<file path="config.mk">
export PLATFORM = sky130hd
export DESIGN_NAME = lir_ctrl
export DESIGN_NICKNAME = d
export VERILOG_FILES = /design/src/design/lir_pkg.sv /design/src/design/lir_ctrl.sv
export VERILOG_INCLUDE_DIRS = /design/src /design/src/design
export SDC_FILE = /design/constraint.sdc
export NUM_CORES = 1
export LEC_CHECK = 0
export ABC_AREA = 1
export BUFFER_PORTS_ARGS = -buffer_cell sky130_fd_sc_hd__buf_4
export CORE_AREA = 8 8 45 47
export DETAILED_ROUTE_END_ITERATION = 8
export DIE_AREA = 0 0 53 55
export GPL_ROUTABILITY_DRIVEN = 0
export SLEW_MARGIN = 40
export SYNTH_ARGS = -nofsm -noshare
export SYNTH_HDL_FRONTEND = slang
export SYNTH_SLANG_ARGS = --single-unit
</file>
<file path="constraint.sdc">
create_clock -name clk -period 2.2 [get_ports clk]
set_input_delay 0.33 -clock clk [delete_from_list [all_inputs] [get_ports clk]]
set_output_delay 0.33 -clock clk [all_outputs]
set_load 0.03 [all_outputs]
</file>
<file path="src/design/linear_interp_resampler_assert.svh">
// Assertion macros for the linear interpolation resampler.
// Included by the controller and datapath; expects clk and rst_n in scope.
`ifndef LINEAR_INTERP_RESAMPLER_ASSERT_SVH
`define LINEAR_INTERP_RESAMPLER_ASSERT_SVH

// Same-cycle implication, masked while in reset
`define LIR_ASSERT_NOW(label, ante, cons, msg) \
    label: assert property (@(posedge clk) disable iff (!rst_n) (ante) |-> (cons)) \
        else $error(msg);

// Next-cycle implication, masked while in reset
`define LIR_ASSERT_NEXT(label, ante, cons, msg) \
    label: assert property (@(posedge clk) disable iff (!rst_n) (ante) |=> (cons)) \
        else $error(msg);

`endif

</file>
<file path="src/design/lir_pkg.sv">
// Shared types and constants for the linear interpolation resampler.
// No dependencies; imported by every module of the block.
package lir_pkg;

    localparam int SAMPLE_BITS_DEF = 24;
    localparam int FRAC_BITS_DEF   = 16;

    // Step register: fixed width, reset to 44.1k/48k in Q.16
    localparam int                  STEP_BITS  = 23;
    localparam logic [STEP_BITS-1:0] STEP_RESET = 23'd60211;

    typedef enum logic [1:0] {
        S_IDLE,
        S_SPAN1,
        S_SPAN2
    } lir_state_t;

    // Controller to datapath
    typedef struct packed {
        logic accept;
        logic emit;
        logic span_end;
        logic buf_end;
        logic run_last;
        logic buffer_done;
    } lir_cmd_t;

    // Datapath to controller
    typedef struct packed {
        logic have_prev;
        logic last;
        logic ph_lt_one;
        logic nx_lt_one;
        logic nx_lt_two;
        logic emit_ok;
    } lir_status_t;

endpackage

</file>
<file path="src/design/lir_ctrl.sv">
// Span sequencer for the resampler: walks the interpolation span and the final hold span.
// Depends on lir_pkg and linear_interp_resampler_assert.svh.
`include "linear_interp_resampler_assert.svh"

module lir_ctrl
    import lir_pkg::*;
(
    input  logic        clk,
    input  logic        rst_n,
    input  logic        in_valid,
    input  logic        in_eob,
    output logic        in_ready,
    input  lir_status_t status,
    output lir_cmd_t    cmd
);

    lir_state_t state_reg;
    lir_state_t state_next;

    logic in_span;
    logic can_emit;
    logic span_end;

    // Span progress shared by both combinational blocks
    assign in_span  = (state_reg == S_SPAN1) || (state_reg == S_SPAN2);
    assign can_emit = in_span && status.ph_lt_one && status.emit_ok;
    assign span_end = in_span && (!status.ph_lt_one || (can_emit && !status.nx_lt_one));

    // State register
    always_ff @(posedge clk or negedge rst_n)
    begin
        if (!rst_n)
        begin
            state_reg <= S_IDLE;
        end
        else
        begin
            state_reg <= state_next;
        end
    end

    // Next state
    always_comb
    begin
        state_next = state_reg;
        unique case (state_reg)
            S_IDLE:
            begin
                if (in_valid)
                begin
                    if (status.have_prev)
                    begin
                        state_next = S_SPAN1;
                    end
                    else if (in_eob)
                    begin
                        state_next = S_SPAN2;
                    end
                end
            end
            S_SPAN1:
            begin
                if (span_end)
                begin
                    state_next = status.last ? S_SPAN2 : S_IDLE;
                end
            end
            S_SPAN2:
            begin
                if (span_end)
                begin
                    state_next = S_IDLE;
                end
            end
            default:
            begin
                state_next = S_IDLE;
            end
        endcase
    end

    // Outputs
    always_comb
    begin
        in_ready         = 1'b0;
        cmd              = '0;
        unique case (state_reg)
            S_IDLE:
            begin
                in_ready   = 1'b1;
                cmd.accept = in_valid;
            end
            S_SPAN1:
            begin
                cmd.emit     = can_emit;
                cmd.span_end = span_end;
                // last word of the input unless the hold span still has positions
                cmd.run_last = !status.nx_lt_one && !(status.last && status.nx_lt_two);
            end
            S_SPAN2:
            begin
                cmd.emit     = can_emit;
                cmd.span_end = span_end;
                cmd.buf_end  = span_end;
                cmd.run_last = !status.nx_lt_one;
            end
            default:
            begin
                in_ready = 1'b0;
            end
        endcase
        cmd.buffer_done = cmd.run_last && status.last;
    end

    `LIR_ASSERT_NOW(a_emit_guard, cmd.emit, status.emit_ok && status.ph_lt_one,
        "word emitted while output stalled or phase past span")
    `LIR_ASSERT_NEXT(a_hold_ends_idle, cmd.buf_end, state_reg == S_IDLE && !status.have_prev,
        "buffer end did not return to idle with state cleared")

endmodule

</file>
==> insert_results.sql, run 1 <==
INSERT INTO impl_metrics (metric_group, metric, value, unit) VALUES
('layout', 'syn_to_final_growth', '64.8', '%'),
('yosys', 'synthTopCellsByArea', 'dfrtp_1 19%, inv_1 15%, nand2_1 15%', ''),
('sta', 'timing.final.crit_period', '1.81', 'ns'),
('yosys', 'yosys-top-cells-count', '11 x inv_1, 11 x nand2_1, 3 x ha_1, 3 x nor2_1', ''),
('yosys', 'synth_sequential_area_ratio', '18.8', '%'),
('sta', 'post-route-worst-setup-slack', '0.391', 'ns'),
('drt', 'detail-route-antenna-nets', '0', ''),
('worst_setup_path', 'timing.critical_path.slowest_cell_delay', '0.35', 'ns'),
('placed_design', 'detailed_place_hpwl', '625', 'µm'),
('worst_setup_path', 'critical_path_buf_inv_count', '2', ''),
('yosys', 'cell_area_after_technology_mapping', '267', 'µm²'),
('drt', 'wire_per_inst', '9.05', 'µm'),
('pwr', 'leakagePower', '0.266', 'nW'),
('floorplan', 'floorplan.core_area', '1380', 'µm²'),
('grt', 'grt_overflow_total', '0', ''),
('sta', 'final-setup-viol-count', '0', ''),
('sta', 'fmaxAchievable', '0.553', 'GHz'),
('yosys', 'syn_nets', '56', ''),
('floorplan', 'die-area', '2920', 'µm²'),
('placed_design', 'placement.setup.worst_slack', '0.619', 'ns'),
('yosys', 'async_flop_share', '100', '%'),
('clock_tree', 'clock_tree.buffer_depth', '2', ''),
('yosys', 'share_of_the_synthesized_area_in_the_top_cell_type', '18.8', '%'),
('sta', 'final_count_of_pins_violating_max_slew', '0', ''),
('sta', 'setup_repair_after_global_routing_missed_its_margin', 'false', ''),
('yosys', 'ys_seq_elements', '2', ''),
('clock_tree', 'root_buffer', 'clkbuf_4', ''),
('worst_setup_path', 'worstPathCellList', 'inv_1 > ha_1 > nand2_1 > and2_4 > nor2_2 > buf_4', ''),
('worst_setup_path', 'arrival', '1.48', 'ns'),
('clock_tree', 'worstSkewPairLatency', '0.22', 'ns'),
('drt', 'met1_routed_wirelength_after_detailed_routing', '233', 'µm'),
('drt', 'route.vias.total', '321', ''),
('pwr', 'power.density', '1260', 'nW/µm²'),
('clock_tree', 'post_cts_buffers', '0', ''),
('grt', 'antenna_found_initial', '0', ''),
('floorplan', 'io-pin-count', '17', ''),
('clock_tree', 'cts_num_sinks', '2', ''),
('yosys', 'postSynth.topFlopCell', 'dfrtp_1', ''),
('worst_setup_path', 'path_delay_family', 'flip-flops', ''),
('sta', 'tightest_slew', '0.229', 'ns'),
('sta', 'timing.setup.tns', '0', 'ns'),
('clock_tree', 'clk_transition_reported_paths', '0.03', 'ns'),
('layout', 'area_occupied_by_multi_input_gates', '171', 'µm²'),
('layout', 'fillCellCount', '162', ''),
('clock_tree', 'tritoncts', 'done', ''),
('drt', 'dr.max_layer_used', 'met4', ''),
('yosys', 'syn_avg_cell_area', '6.20', 'µm²'),
('sta', 'fin_worst_skew', '0.000460', 'ns'),
('worst_hold_path', 'hold_path.class', 'input port to async pin', ''),
('drt', 'firstDrtPassIters', '4', ''),
('yosys', 'synth_enable_flop_cells', '0', ''),
('grt', 'grt_first_pass_wirelength', '1.19', 'mm'),
('outcome', 'outcome', 'completed', ''),
('sta', 'layout_worst_path_cycle_share', '82.2', '%'),
('pwr', 'worst_ir_drop_vdd', '405', 'µV'),
('job', 'max_capacitance_violation_total', '0', ''),
('floorplan', 'chipWidth', '53', 'µm'),
('floorplan', 'starting_density_of_the_core', '19.3', '%'),
('layout', 'layout-drive-gt1-share', '41.3', '%'),
('worst_setup_path', 'cpMaxStageDelayCell', 'dfrtp_1', ''),
('layout', 'insertedDiodeCount', '0', ''),
('yosys', 'post_synth_inst_count', '43', ''),
('drt', 'post-route-drc-count', '0', ''),
('yosys', 'netlist-cell-type-count', '15', ''),
('clock_tree', 'cts_made_buffers', '3', ''),
('floorplan', 'fp.dieH', '55', 'µm'),
('yosys', 'synth.largest_area_cell', 'dfrtp_1', ''),
('layout', 'largest_register_ffs', '2', ''),
('yosys', 'synth_warnings', '0', ''),
('worst_setup_path', 'crit_fanout', '4', ''),
('drt', 'vias_per_cell', '4.06', '');
-- kinds of logic after synthesis --
logic type	after synthesis	share of synthesized area, %
buffers and inverters	12	16.9
flip-flops	2	18.8
adder cells (fa/ha/maj)	3	14.1
AO/OA/AOI/OAI	3	6.57
AND/OR/NAND/NOR	23	43.7
-- power by group --
part           total, mW  switching [mW]  internal (mW)
Clock             0.0780          0.0180         0.0599
Sequential        0.0643          0.0112         0.0531
Combinational      0.412           0.254          0.158
-- layout make-up --
type,count,area share [%]
Timing Repair Buffer,17,29.6
Tap cell,16,4.56
Sequential cell,2,11.4
Inverter,12,10.3
Multi-Input combinational cell,29,39.0
Clock buffer,3,5.13
-- metrics by stage --
step | util, % | std cells | hold slack, ns | cell area [µm²]
global route | 31.7 | 79 | 0.431 | 439
global placement | 29.4 | 75 | 0.114 | 407
floorplan | - | 43 | 0.0344 | 267
detailed placement | 29.4 | 75 | 0.114 | 407
finish | 31.7 | 79 | 0.433 | 439
CTS | 31.7 | 79 | 0.422 | 439
-- cell usage in the layout, fill, tap and decap left out --
cell and count:
buf_4 16, inv_1 11, nand2_1 11, nor2_1 3
ha_1 3, clkbuf_4 3, nand3_2 2, nand2_2 2
nand3_1 2, dfrtp_1 2, a211oi_1 1, nor4_1 1
and2_4 1, inv_2 1, nor2_2 1, o21ai_1 1
o21ai_0 1, dlygate4sd3_1 1
-- routing by layer --
metal	GRT usage [%]	up-vias
met5	0	-
met4	5.17	0
met3	2.41	2
met2	9.96	9
met1	4.39	142
li1	-	168
-- worst paths after layout --
check	start	to	slack, ns	cells after the start
worst max-delay path	state_reg[0]$_DFFE_PN0P_	cmd[2]	0.39	6
worst min-delay path	rst_n	state_reg[0]$_DFFE_PN0P_	0.43	2
worst max register to register	state_reg[0]$_DFFE_PN0P_	state_reg[1]$_DFFE_PN0P_	0.95	6
worst min register to register	state_reg[0]$_DFFE_PN0P_	state_reg[0]$_DFFE_PN0P_	0.50	2
max in group asynchronous	rst_n	state_reg[1]$_DFFE_PN0P_	1.68	2
min in group clk	status[5]	state_reg[0]$_DFFE_PN0P_	0.46	5
-- what timing repair did --
action                    4_1_cts  5_1_grt
hold endpoints to repair        2        0
resized for setup               0        0
hold buffers                    1        0
Note: power is estimated with default switching activity, not from simulation.
==> run 2: changes to the inputs <==
Clock period 2.2 ns to 1.5 ns, I/O delays scaled along.
==> run 2 against run 1 <==
  * Sequential power grew 46%
  * Clock power increased by 53%
  * Design area rose by 23%
  * The run now ends with setup timing left
  * First-iteration DRC count shrank 56%
  * Die area stayed put
  * Non-clock buffer count up 5
  * Final cell count rose by 6.3%
  * Clock skew increased by 0.0015 ns
==> insert_results.sql, run 2 (synthesis gave the netlist of run 1 again) <==
INSERT INTO impl_metrics (metric_group, metric, value, unit) VALUES
('clock_tree', 'tritoncts', 'done', ''),
('layout', 'area_occupied_by_multi_input_gates', '228', 'µm²'),
('layout', 'num-nets-final', '83', ''),
('placed_design', 'placement.setup.worst_slack', '-0.00523', 'ns'),
('floorplan', 'starting_density_of_the_core', '19.3', '%'),
('grt', 'grt_first_pass_wirelength', '1.30', 'mm'),
('sta', 'setup_repair_after_global_routing_missed_its_margin', 'true', ''),
('worst_setup_path', 'depth_of_the_most_critical_reg_to_reg_path', '9', ''),
('floorplan', 'floorplan.core_area', '1380', 'µm²'),
('layout', 'storage_cell_area', '50.0', 'µm²'),
('floorplan', 'die-area', '2920', 'µm²'),
('layout', 'leading_cell_type_in_the_layout_fill_and_taps_excluded', 'buf_4', ''),
('grt', 'antenna_found_initial', '0', ''),
('sta', 'fin_worst_skew', '0.00192', 'ns'),
('layout', 'fillCellCount', '154', ''),
('worst_setup_path', 'setup.worst_path.start_class', 'flop', ''),
('layout', 'insertedDiodeCount', '0', ''),
('drt', 'wire_per_inst', '9.23', 'µm'),
('worst_hold_path', 'hold_path.class', 'input port to async pin', ''),
('job', 'max_capacitance_violation_total', '0', ''),
('pwr', 'power.density', '1980', 'nW/µm²'),
('worst_setup_path', 'capture_point_of_the_worst_reg_to_reg_path', 'state_reg[0]$_DFFE_PN0P_', ''),
('sta', 'post-route-worst-setup-slack', '-0.0963', 'ns'),
('pwr', 'worst_ir_drop_vdd', '628', 'µV'),
('clock_tree', 'root_buffer', 'clkbuf_4', ''),
('outcome', 'outcome', 'finished with violations', ''),
('grt', 'grt_start_max_net_pins', '6', ''),
('sta', 'final-setup-viol-count', '5', ''),
('worst_setup_path', 'worst_ep_required_time', '1.27', 'ns'),
('placed_design', 'postPlaceCellArea', '425', 'µm²'),
('drt', 'postRouteWirelength', '775', 'µm'),
('drt', 'drt_first_iter_violations', '4', ''),
('placed_design', 'placed_cells', '76', ''),
('clock_tree', 'clk_transition_reported_paths', '0.03', 'ns'),
('floorplan', 'cell_rows', '14', ''),
('placed_design', 'place.port_buffers', '16', ''),
('placed_design', 'detailed_place_hpwl', '612', 'µm'),
('sta', 'final_count_of_pins_violating_max_slew', '0', ''),
('grt', 'number_of_global_route_vias_before_repair', '332', ''),
('drt', 'firstDrtPassIters', '4', ''),
('worst_setup_path', 'setup.reg_to_reg.worst_slack', '0.21', 'ns'),
('pwr', 'power.total', '1.07', 'mW'),
('sta', 'timing.slew.headroom', '87.3', '%'),
('floorplan', 'io-pin-count', '17', ''),
('layout', 'final_util', '39.1', '%'),
('sta', 'tightest_slew', '0.189', 'ns'),
('clock_tree', 'h-tree-depth', '1', ''),
('worst_setup_path', 'path_type_of_the_worst_setup_path', 'flop to output port', ''),
('layout', 'layout-drive-gt1-share', '64.7', '%'),
('layout', 'largest_register_ffs', '2', ''),
('sta', 'fin_hold_ws', '0.324', 'ns'),
('drt', 'vias_per_cell', '4.18', ''),
('worst_setup_path', 'critPathCaptureType', 'output port', ''),
('worst_setup_path', 'crit_fanout', '4', ''),
('worst_setup_path', 'timing.rr.start', 'state_reg[0]$_DFFE_PN0P_', ''),
('sta', 'timing.final.crit_period', '1.60', 'ns'),
('clock_tree', 'cts_num_sinks', '2', ''),
('drt', 'route.vias.total', '351', ''),
('layout', 'syn_to_final_growth', '103', '%'),
('pwr', 'leakagePower', '0.292', 'nW'),
('sta', 'finalHoldViolations', '0', ''),
('clock_tree', 'cts_made_buffers', '3', ''),
('sta', 'fmaxAchievable', '0.626', 'GHz'),
('sta', 'layout_worst_path_cycle_share', '106', '%'),
('layout', 'finalInstanceArea', '541', 'µm²'),
('worst_setup_path', 'arrival', '1.37', 'ns'),
('floorplan', 'fp.dieH', '55', 'µm'),
('floorplan', 'chipWidth', '53', 'µm'),
('grt', 'grt_overflow_total', '0', ''),
('drt', 'detail-route-antenna-nets', '0', ''),
('clock_tree', 'worstSkewPairLatency', '0.22', 'ns'),
('grt', 'track_usage', '6.28', '%'),
('outcome', 'failed_checks', 'setup timing', ''),
('layout', 'fin_cells', '84', ''),
('layout', 'layout_common_cells', '19 x buf_4, 8 x inv_1, 8 x nand2_1, 5 x nand2_2, 4 x inv_2', ''),
('clock_tree', 'clock_tree.buffer_depth', '2', ''),
('sta', 'timing.setup.tns', '-0.371', 'ns'),
('drt', 'post-route-drc-count', '0', '');
[run 2: changes by cell type in the layout (fill, tap and decap cells not counted), sizes merged]
cell / change
buf: +5
[run 2: worst max path at each step]
stage	from	to	slack [ns]	depth (start not counted)
4_1_cts	state_reg[1]$_DFFE_PN0P_	cmd[2]	-0.10	6
3_3_place_gp	state_reg[0]$_DFFE_PN0P_	cmd[2]	0.02	6
2_1_floorplan	state_reg[0]$_DFFE_PN0P_	cmd[0]	-0.1	4
6_report	state_reg[1]$_DFFE_PN0P_	cmd[2]	-0.1	6
5_1_grt	state_reg[1]$_DFFE_PN0P_	cmd[2]	-0.18	6
3_5_place_dp	state_reg[0]$_DFFE_PN0P_	cmd[2]	-0.005	6
[run 2: final cells by class]
cell class                 instances  share of cell area (%)
clock buffer                       3                    4.17
tap                               16                    3.70
sequential                         2                    9.26
multi-input combinational         29                    42.1
timing repair buffer              22                    32.4
inverter                          12                    8.33
[run 2: power by group]
part	internal (mW)	switching (mW)
logic	0.393	0.465
clock network	0.0882	0.0305
registers	0.0778	0.0159
[run 2: per-layer routing]
| layer | up-vias | track usage, % | share of wire [%] |
|---|---|---|---|
| li1 | 178 | - | - |
| met5 | - | 0 | 0 |
| met3 | 2 | 2.67 | 11 |
| met2 | 12 | 12.3 | 55 |
| met1 | 159 | 4.56 | 32 |
| met4 | 0 | 5.17 | 1.8 |
[run 2: repair_timing]
item	CTS	global route
buffers inserted	3	1
gates resized for setup	13	2
cloned	0	0
pin swaps	3	1
endpoints found under the setup margin	5	5
hold buffers	1	0
hold endpoints to repair	2	0
[run 2: worst max-delay path: stages (launching register included)]
cell	delay, ns
dfrtp_1	0.36
inv_2	0.07
ha_4	0.29
nand2_2	0.06
and2_4	0.17
nor2_4	0.07
buf_6	0.13
